**src/lse_pkg.sv**
```systemverilog
package lse_pkg;

    localparam int LENGTH_BITS = 24;
    localparam int BYTE_BITS   = 8;
    localparam int BYTE_SHIFT  = 3;
    localparam int PROC_W      = LENGTH_BITS + BYTE_SHIFT;
    localparam int BUF_W       = 15;
    localparam int CNT_W       = 4;
    localparam int BPB_W       = 4;
    localparam int CFG_W       = LENGTH_BITS;
    localparam int CFG_IDX_W   = 2;

    // register indexes on the config port
    localparam logic [CFG_IDX_W-1:0] REG_MODE          = 2'd0;
    localparam logic [CFG_IDX_W-1:0] REG_BITS_PER_BYTE = 2'd1;
    localparam logic [CFG_IDX_W-1:0] REG_PAYLOAD_BYTES = 2'd2;

    typedef enum logic [1:0] {
        ST_OK       = 2'd0,
        ST_UNDERRUN = 2'd1,
        ST_OVERFLOW = 2'd2
    } status_t;

    typedef enum logic {
        MODE_EMBED   = 1'b0,
        MODE_EXTRACT = 1'b1
    } mode_t;

    typedef enum logic {
        KIND_PAYLOAD = 1'b0,
        KIND_COVER   = 1'b1
    } kind_t;

    typedef struct packed {
        kind_t                 kind;
        logic [BYTE_BITS-1:0]  data_byte;
    } item_t;

    typedef struct packed {
        logic [BYTE_BITS-1:0]  out_byte;
        logic                  finished;
        status_t               status;
    } result_t;

    typedef struct packed {
        mode_t                   mode;
        logic [BPB_W-1:0]        bits_per_byte;
        logic [LENGTH_BITS-1:0]  payload_bytes;
    } cfg_t;

endpackage

```
**src/lse_in_stage.sv**
```systemverilog
module lse_in_stage (
    input  logic                aclk,
    input  logic                aresetn,
    input  logic                s_valid,
    output logic                s_ready,
    input  lse_pkg::item_t      s_item,
    input  logic                fire,
    output logic                item_valid,
    output lse_pkg::item_t      item
);

    logic           valid_reg;
    logic           valid_next;
    lse_pkg::item_t item_reg;

    // slot frees up when the held beat moves on this cycle
    assign s_ready    = !valid_reg || fire;
    assign valid_next = (s_valid && s_ready) ? 1'b1 : (fire ? 1'b0 : valid_reg);

    always_ff @(posedge aclk) begin
        if (!aresetn) begin
            valid_reg <= 1'b0;
        end else begin
            valid_reg <= valid_next;
        end
    end

    always_ff @(posedge aclk) begin
        if (s_valid && s_ready) begin
            item_reg <= s_item;
        end
    end

    assign item_valid = valid_reg;
    assign item       = item_reg;

endmodule

```
**src/lse_core.sv**
```systemverilog
module lse_core (
    input  logic                aclk,
    input  logic                aresetn,
    input  logic                clear,
    input  lse_pkg::cfg_t       cfg,
    input  lse_pkg::item_t      item,
    input  logic                fire,
    output logic                res_valid,
    output lse_pkg::result_t    res
);

    logic [lse_pkg::BUF_W-1:0]   buf_reg,  buf_next;
    logic [lse_pkg::CNT_W-1:0]   cnt_reg,  cnt_next;
    logic [lse_pkg::PROC_W-1:0]  proc_reg, proc_next;
    logic                        done_reg, done_next;

    logic [lse_pkg::PROC_W-1:0]  total;
    logic [lse_pkg::PROC_W:0]    diff;
    logic [lse_pkg::PROC_W-1:0]  left;
    logic                        is_done;
    logic [lse_pkg::CNT_W-1:0]   k;
    logic                        left_hi_zero;
    logic                        left_lt_k;
    logic                        left_le_k;
    logic [lse_pkg::CNT_W-1:0]   n;
    logic [lse_pkg::BYTE_BITS:0] mask9;
    logic [lse_pkg::BYTE_BITS-1:0] mask;
    logic [lse_pkg::PROC_W-1:0]  proc_sum;
    logic [lse_pkg::BUF_W-1:0]   xbuf_base, xbuf_new;
    logic [lse_pkg::CNT_W-1:0]   xcnt_base, xcnt_new;

    // remaining payload bits; a borrow or zero means the run is complete
    assign total   = {cfg.payload_bytes, lse_pkg::BYTE_SHIFT'(0)};
    assign diff    = {1'b0, total} - {1'b0, proc_reg};
    assign left    = diff[lse_pkg::PROC_W-1:0];
    assign is_done = done_reg || diff[lse_pkg::PROC_W] || (left == '0);

    // bits_per_byte clamped to 1..8
    always_comb begin
        if (cfg.bits_per_byte == '0) begin
            k = lse_pkg::CNT_W'(1);
        end else if (cfg.bits_per_byte > lse_pkg::CNT_W'(lse_pkg::BYTE_BITS)) begin
            k = lse_pkg::CNT_W'(lse_pkg::BYTE_BITS);
        end else begin
            k = cfg.bits_per_byte;
        end
    end

    assign left_hi_zero = (left[lse_pkg::PROC_W-1:lse_pkg::CNT_W] == '0);
    assign left_lt_k    = left_hi_zero && (left[lse_pkg::CNT_W-1:0] < k);
    assign left_le_k    = left_hi_zero && (left[lse_pkg::CNT_W-1:0] <= k);
    assign n            = left_lt_k ? left[lse_pkg::CNT_W-1:0] : k;
    assign mask9        = ((lse_pkg::BYTE_BITS+1)'(1) << n) - (lse_pkg::BYTE_BITS+1)'(1);
    assign mask         = mask9[lse_pkg::BYTE_BITS-1:0];
    assign proc_sum     = proc_reg + lse_pkg::PROC_W'(n);

    // extract path: stale full buffer is dropped before appending
    assign xbuf_base = cnt_reg[lse_pkg::CNT_W-1] ? '0 : buf_reg;
    assign xcnt_base = cnt_reg[lse_pkg::CNT_W-1] ? '0 : cnt_reg;
    assign xbuf_new  = xbuf_base | (lse_pkg::BUF_W'(item.data_byte & mask) << xcnt_base);
    assign xcnt_new  = xcnt_base + n;

    always_comb begin
        buf_next      = buf_reg;
        cnt_next      = cnt_reg;
        proc_next     = proc_reg;
        done_next     = done_reg;
        res_valid     = 1'b0;
        res.out_byte  = item.data_byte;
        res.finished  = 1'b0;
        res.status    = lse_pkg::ST_OK;
        if (item.kind == lse_pkg::KIND_PAYLOAD) begin
            if (cfg.mode == lse_pkg::MODE_EMBED) begin
                if (cnt_reg[lse_pkg::CNT_W-1]) begin
                    res_valid    = 1'b1;
                    res.out_byte = '0;
                    res.finished = is_done;
                    res.status   = lse_pkg::ST_OVERFLOW;
                end else begin
                    buf_next = buf_reg | (lse_pkg::BUF_W'(item.data_byte) << cnt_reg);
                    cnt_next = cnt_reg + lse_pkg::CNT_W'(lse_pkg::BYTE_BITS);
                end
            end
        end else if (is_done) begin
            done_next = 1'b1;
            if (cfg.mode == lse_pkg::MODE_EMBED) begin
                res_valid    = 1'b1;
                res.finished = 1'b1;
            end
        end else if (cfg.mode == lse_pkg::MODE_EMBED) begin
            res_valid = 1'b1;
            if (cnt_reg < n) begin
                res.status = lse_pkg::ST_UNDERRUN;
            end else begin
                res.out_byte = (item.data_byte & ~mask)
                             | (buf_reg[lse_pkg::BYTE_BITS-1:0] & mask);
                res.finished = done_reg || left_le_k;
                buf_next     = buf_reg >> n;
                cnt_next     = cnt_reg - n;
                proc_next    = proc_sum;
                done_next    = done_reg || left_le_k;
            end
        end else begin
            proc_next = proc_sum;
            done_next = done_reg || left_le_k;
            if (xcnt_new[lse_pkg::CNT_W-1]) begin
                res_valid    = 1'b1;
                res.out_byte = xbuf_new[lse_pkg::BYTE_BITS-1:0];
                res.finished = done_reg || left_le_k;
                buf_next     = xbuf_new >> lse_pkg::BYTE_BITS;
                cnt_next     = xcnt_new - lse_pkg::CNT_W'(lse_pkg::BYTE_BITS);
            end else begin
                buf_next = xbuf_new;
                cnt_next = xcnt_new;
            end
        end
    end

    always_ff @(posedge aclk) begin
        if (!aresetn || clear) begin
            buf_reg  <= '0;
            cnt_reg  <= '0;
            proc_reg <= '0;
            done_reg <= 1'b0;
        end else if (fire) begin
            buf_reg  <= buf_next;
            cnt_reg  <= cnt_next;
            proc_reg <= proc_next;
            done_reg <= done_next;
        end
    end

endmodule

```
**src/lse_out_stage.sv**
```systemverilog
module lse_out_stage (
    input  logic                aclk,
    input  logic                aresetn,
    input  logic                load,
    input  lse_pkg::result_t    res,
    input  logic                m_ready,
    output logic                m_valid,
    output lse_pkg::result_t    m_res
);

    logic             valid_reg;
    logic             valid_next;
    lse_pkg::result_t res_reg;

    assign valid_next = load ? 1'b1 : (m_ready ? 1'b0 : valid_reg);

    always_ff @(posedge aclk) begin
        if (!aresetn) begin
            valid_reg <= 1'b0;
        end else begin
            valid_reg <= valid_next;
        end
    end

    always_ff @(posedge aclk) begin
        if (load) begin
            res_reg <= res;
        end
    end

    assign m_valid = valid_reg;
    assign m_res   = res_reg;

endmodule

```
**src/lsb_stego_embed_extract.sv**
```systemverilog
// LSB steganography embed/extract. Each beat on the s_ side is either a
// payload byte (tuser = 0, pushed into a 15-bit bit buffer in embed mode,
// ignored in extract mode) or a cover/stego byte (tuser = 1). In embed mode
// every cover byte produces one m_ beat: the byte with its low
// bits_per_byte bits (1..8, clamped) replaced by buffered payload bits, LSB
// first; once payload_bytes*8 bits are used, cover bytes pass unchanged with
// finished set. Too few buffered bits gives an unchanged byte with status
// underrun; a push into a buffer already holding 8+ bits is dropped and
// reported with status overflow. In extract mode, low bits are gathered and
// each completed payload byte is emitted. Rate: one beat per clock while
// the m_ side does not stall; an accepted beat passes the input register,
// then the result register, before m_tvalid rises; the loop through the bit
// buffer and processed-bit counter (one 27-bit subtract and compare) sets
// the clock. Write config only while idle; writing mode resets the stream.
module lsb_stego_embed_extract (
    input  logic                          aclk,
    input  logic                          aresetn,
    // config write port
    input  logic                          cfg_we,
    input  logic [lse_pkg::CFG_IDX_W-1:0] cfg_index,
    input  logic [lse_pkg::CFG_W-1:0]     cfg_data,
    // input beats
    input  logic                          s_tvalid,
    output logic                          s_tready,
    input  logic [7:0]                    s_tdata,   // [7:0] data_byte
    input  logic                          s_tuser,   // [0] kind
    // result beats
    output logic                          m_tvalid,
    input  logic                          m_tready,
    output logic [7:0]                    m_tdata,   // [7:0] out_byte
    output logic [2:0]                    m_tuser    // [0] finished, [2:1] status
);

    lse_pkg::cfg_t    cfg_reg;
    lse_pkg::item_t   s_item;
    lse_pkg::item_t   item;
    lse_pkg::result_t res;
    lse_pkg::result_t m_res;
    logic             item_valid;
    logic             fire;
    logic             res_valid;
    logic             clear;

    // ---------------------------------------------------------------------
    // Config registers; a mode write also clears the stream state
    // ---------------------------------------------------------------------
    assign clear = cfg_we && (cfg_index == lse_pkg::REG_MODE);

    always_ff @(posedge aclk) begin
        if (!aresetn) begin
            cfg_reg.mode          <= lse_pkg::MODE_EMBED;
            cfg_reg.bits_per_byte <= lse_pkg::BPB_W'(1);
            cfg_reg.payload_bytes <= '0;
        end else if (cfg_we) begin
            case (cfg_index)
                lse_pkg::REG_MODE: begin
                    cfg_reg.mode <= lse_pkg::mode_t'(cfg_data[0]);
                end
                lse_pkg::REG_BITS_PER_BYTE: begin
                    cfg_reg.bits_per_byte <= cfg_data[lse_pkg::BPB_W-1:0];
                end
                lse_pkg::REG_PAYLOAD_BYTES: begin
                    cfg_reg.payload_bytes <= cfg_data[lse_pkg::LENGTH_BITS-1:0];
                end
                default: begin
                end
            endcase
        end
    end

    // ---------------------------------------------------------------------
    // Input register
    // ---------------------------------------------------------------------
    assign s_item.kind      = lse_pkg::kind_t'(s_tuser);
    assign s_item.data_byte = s_tdata;

    // Held beat is processed once the output register is free or draining.
    // Beats with no result also wait here, which keeps ordering simple.
    assign fire = item_valid && (!m_tvalid || m_tready);

    lse_in_stage u_in (
        .aclk       (aclk),
        .aresetn    (aresetn),
        .s_valid    (s_tvalid),
        .s_ready    (s_tready),
        .s_item     (s_item),
        .fire       (fire),
        .item_valid (item_valid),
        .item       (item)
    );

    // ---------------------------------------------------------------------
    // Bit buffer, counters and byte rewrite
    // ---------------------------------------------------------------------
    lse_core u_core (
        .aclk      (aclk),
        .aresetn   (aresetn),
        .clear     (clear),
        .cfg       (cfg_reg),
        .item      (item),
        .fire      (fire),
        .res_valid (res_valid),
        .res       (res)
    );

    // ---------------------------------------------------------------------
    // Result register
    // ---------------------------------------------------------------------
    lse_out_stage u_out (
        .aclk    (aclk),
        .aresetn (aresetn),
        .load    (fire && res_valid),
        .res     (res),
        .m_ready (m_tready),
        .m_valid (m_tvalid),
        .m_res   (m_res)
    );

    assign m_tdata = m_res.out_byte;
    assign m_tuser = {m_res.status, m_res.finished};

    // ---------------------------------------------------------------------
    // Checks
    // ---------------------------------------------------------------------
    // an underrun byte never claims the payload is complete
    a_underrun_not_finished: assert property (@(posedge aclk) disable iff (!aresetn)
        (m_tvalid && (m_tuser[2:1] == lse_pkg::ST_UNDERRUN)) |-> !m_tuser[0])
        else $error("underrun result flagged finished");

    // a new result is never loaded over one that is still stalled
    a_no_overwrite: assert property (@(posedge aclk) disable iff (!aresetn)
        (m_tvalid && !m_tready) |-> !fire)
        else $error("result register overwritten while stalled");

    // an accepted beat is held in the input register on the next cycle
    a_accept_held: assert property (@(posedge aclk) disable iff (!aresetn)
        (s_tvalid && s_tready) |=> item_valid)
        else $error("accepted beat lost");

endmodule

```
**config.mk**
```make
export PLATFORM = sky130hd
export DESIGN_NAME = lsb_stego_embed_extract
export DESIGN_NICKNAME = d
export VERILOG_FILES = /design/src/lse_pkg.sv /design/src/lse_in_stage.sv /design/src/lse_core.sv /design/src/lse_out_stage.sv /design/src/lsb_stego_embed_extract.sv
export SDC_FILE = /design/constraint.sdc
export NUM_CORES = 1
export LEC_CHECK = 0
export BUFFER_PORTS_ARGS = -buffer_cell sky130_fd_sc_hd__buf_4
export CAP_MARGIN = 10
export CORE_AREA = 2 2 134 136
export DETAILED_ROUTE_END_ITERATION = 12
export DIE_AREA = 0 0 136 138
export MAX_ROUTING_LAYER = met4
export PLACE_DENSITY = 0.82
export REMOVE_ABC_BUFFERS = 1
export SYNTH_ARGS = -nofsm -noshare
export SYNTH_HDL_FRONTEND = slang
export SYNTH_SLANG_ARGS = --single-unit
```
**constraint.sdc**
```tcl
create_clock -name aclk -period 12.6 [get_ports aclk]
set_clock_uncertainty 0.15 [all_clocks]
set_input_delay 0.63 -clock aclk [delete_from_list [all_inputs] [get_ports aclk]]
set_output_delay 0.63 -clock aclk [all_outputs]
set_load 0.02 [all_outputs]
```
==> flow_metrics.tcl <==
set metrics [dict create \
    status "finished, final reports clean" \
    slew_violations 0 \
    relSlewSlack_pct 28.0 \
    vias 10471 \
    stdcell_count 1498 \
    yosysWarningCount 0 \
    min_to "u_in.item[0]" \
    grt_busiest_layer "met1" \
    synthArstFlopShare_pct 0 \
    use_met2_pct 51.4 \
    preCtsSetupSlack_ps 4840 \
    drc 0 \
    rsz0062_at_grt "false" \
    crit-reg2reg-capture "u_core.buf_reg[0]" \
    start_kind "flip-flop" \
    reg2reg_from "u_core.proc_reg[4]" \
    io_pins 53 \
    synth-edff-count 20 \
    wl_per_cell_um 23.0 \
    hold_buffers 0 \
    worst_slack_ps 4530 \
    setup_violations 0 \
    netlist_instances 1272 \
    dp_hpwl_um 25300 \
    dr.pass1.iters 8 \
    final_layout_size_suffix_gt1_share_pct 10.7 \
    synth_area_per_cell_um2 7.38 \
    reg2reg_depth 23 \
    wl_um 34400 \
    start_util_pct 53.5 \
    grt_max_degree 36 \
    area_delta_synth_final_pct 7.82 \
    ctsResizeCount 0 \
    max_cap_violations 0 \
    total_power_uw 911 \
    ant_nets 0 \
    final_nets 1342 \
    overflow 0 \
    grt_pass1_wl_um 53800 \
    use_met1_pct 53.7 \
    fin_tns_setup_ps 0 \
    insertion_delay_ps 370 \
    cts.path.max_buffers 2 \
    buffer_ports.inserted 52 \
    min_period_ps 8070 \
    die_w_um 136 \
    finalCritPeriodShare_pct 64.0 \
    clock-sinks 98 \
    cts_tree "done" \
    end_kind "flip-flop" \
    rrSetupSlack_ps 4530 \
    coreArea_mm2 0.0175 \
    fmax_mhz 124 \
    die_area_mm2 0.0188 \
    min_path_cells 1 \
    ys_ff_latch 98 \
    post-cts-setup-buffer-count 0 \
    ir_drop_mv 0.0613 \
    worstPathRequired_ps 12690 \
    h-tree-depth 3 \
    ys.flop_type "dfxtp_1" \
    hold_class "in2reg" \
    netlist_area_mm2 0.00938 \
    path_class "reg2reg" \
    path_max_fanout 24 \
    power_density_mw_per_mm2 90.1 \
    hp-start "s_tdata[0]" \
    grt_antenna_before_repair 1 \
    seq_area_frac_synth_pct 23.0 \
    gp_congestion 1.02 \
    p_leak_nw 3.80 \
    cp_data_arrival_time_ps 8160 \
    viasPerCell 6.99 \
    clk_pin_slew_ps 80 \
    worst_pin_slew_ps 1080 \
    hold_slack_ps 286 \
    largest_reg_flops 29 \
    fill_cells 1675 \
    ys_types 93 \
    place_inst 1480 \
    core.rowCount 49 \
    fp.dieH_um 138 \
    hold_viol_final 0 \
    grt_usage_pct 37.5 \
    grt_pass1_vias 9677 \
    root_buffer "clkbuf_16" \
    use_met3_pct 9.86 \
    drt_iter0_drc 1779 \
    cts_buffers 9 \
]
==> routing by layer <==
| metal | wire [um] | up-vias |
|---|---|---|
| li1 | - | 4733 |
| met1 | 14700 | 4836 |
| met2 | 14100 | 772 |
| met3 | 4370 | 130 |
| met4 | 1220 | 0 |
| met5 | 0 | - |
==> placed cells by master, fill, tap and decap left out, types with 12 or more instances in the layout <==
| master | Yosys | final |
|---|---|---|
| nand2_1 | 169 | 169 |
| nor2_1 | 102 | 102 |
| o22ai_1 | 14 | 14 |
| dfxtp_1 | 78 | 78 |
| o21a_1 | 23 | 23 |
| ha_1 | 38 | 38 |
| buf_4 | 3 | 66 |
| a21oi_1 | 92 | 92 |
| xnor2_1 | 24 | 24 |
| a21boi_0 | 26 | 26 |
| and3_1 | 16 | 16 |
| a211oi_1 | 17 | 17 |
| and4_1 | 16 | 16 |
| a31oi_1 | 23 | 23 |
| o221ai_1 | 12 | 12 |
| inv_1 | 56 | 56 |
| edfxtp_1 | 20 | 20 |
| nor4_1 | 22 | 22 |
| nor3_1 | 46 | 44 |
| nand3_1 | 31 | 31 |
| mux2i_1 | 34 | 34 |
| o211ai_1 | 12 | 12 |
| o21ai_0 | 64 | 64 |
| nand4_1 | 18 | 18 |
==> metrics by stage <==
step | util, % | cell area (um^2)
finish | 57.7 | 10100
CTS | 57.6 | 10100
global route | 57.7 | 10100
floorplan | - | 9000
global placement | 55.9 | 9790
detailed placement | 55.9 | 9790
==> cell families after synthesis <==
family                   after synthesis  synth area share (%)
buffers and inverters                152                  6.70
flip-flops                            98                  23.0
adder cells (fa/ha/maj)               41                  5.51
AND/OR/NAND/NOR                      502                  26.6
multiplexers                          44                  4.95
AO/OA/AOI/OAI                        405                  30.4
XOR/XNOR                              30                  2.80
==> Yosys cell counts (all sizes together) (11+ instances only) <==
cell	count	area share, %
a211oi	18	1.6
a21boi	26	2.1
a21oi	99	5.7
a221oi	11	1.0
a31oi	23	1.5
and2	11	0.73
and3	16	1.1
and4	16	1.5
buf	28	1.7
clkbuf	59	2.4
dfxtp	78	17
edfxtp	20	6.4
ha	38	5.1
inv	58	2.3
mux2i	34	3.6
nand2	169	6.8
nand2b	11	0.73
nand3	32	1.8
nand4	18	1.2
nor2	104	4.4
nor2b	11	0.73
nor3	48	2.7
nor4	25	1.9
o211ai	12	0.96
o21a	23	1.8
o21ai	66	3.5
o221ai	14	1.4
o22ai	15	1.1
o31ai	11	1.0
or3	13	0.97
xnor2	24	2.2
==> power breakdown <==
part / internal, mW / switching, mW
clock: 0.142 / 0.151
sequential: 0.331 / 0.0131
combinational: 0.0989 / 0.176
total: 0.572 / 0.339
==> layout make-up <==
type	instances	area [um^2]	area share, %
flip-flops and latches	98	2160	21.4
inverters	65	246	2.44
well taps	229	287	2.83
clock inverters	7	78.8	0.779
multi-input cells	1022	6600	65.3
diodes	1	2.50	0.0247
repair buffers	67	509	5.03
clock buffers	9	225	2.23
==> worst max-delay path by stage <==
stage | startpoint | end | slack [ps] | cells past startpoint
after floorplan | u_core.proc_reg[4] | u_core.buf_reg[11] | 5640 | 21
final | u_core.proc_reg[4] | u_core.buf_reg[0] | 4530 | 23
after global routing | u_core.proc_reg[4] | u_core.buf_reg[0] | 3820 | 23
after detailed placement | u_core.proc_reg[4] | u_core.buf_reg[0] | 4840 | 23
after global placement | u_core.proc_reg[4] | u_core.buf_reg[0] | 5080 | 23
after CTS | u_core.proc_reg[4] | u_core.buf_reg[0] | 4740 | 23
==> worst max-delay path, cell delays in order (launching register included) <==
cell       delay (ps)
dfxtp_1           810
inv_1             210
ha_1              410
a21oi_1           270
o221ai_2          190
o211a_1           270
or3_1             340
a2111oi_0         410
and4_1            300
and3_1            600
a21oi_1           180
a21oi_2           670
inv_2             310
nand3_1           210
ha_1              420
nor3_1            100
a21oi_1           160
o21ai_0           110
mux2i_1           470
o21ai_0           280
a2111oi_0         620
nor3_1            100
a211oi_1          240
a211oi_1          100
No activity file was read; power rests on OpenSTA's default activity.
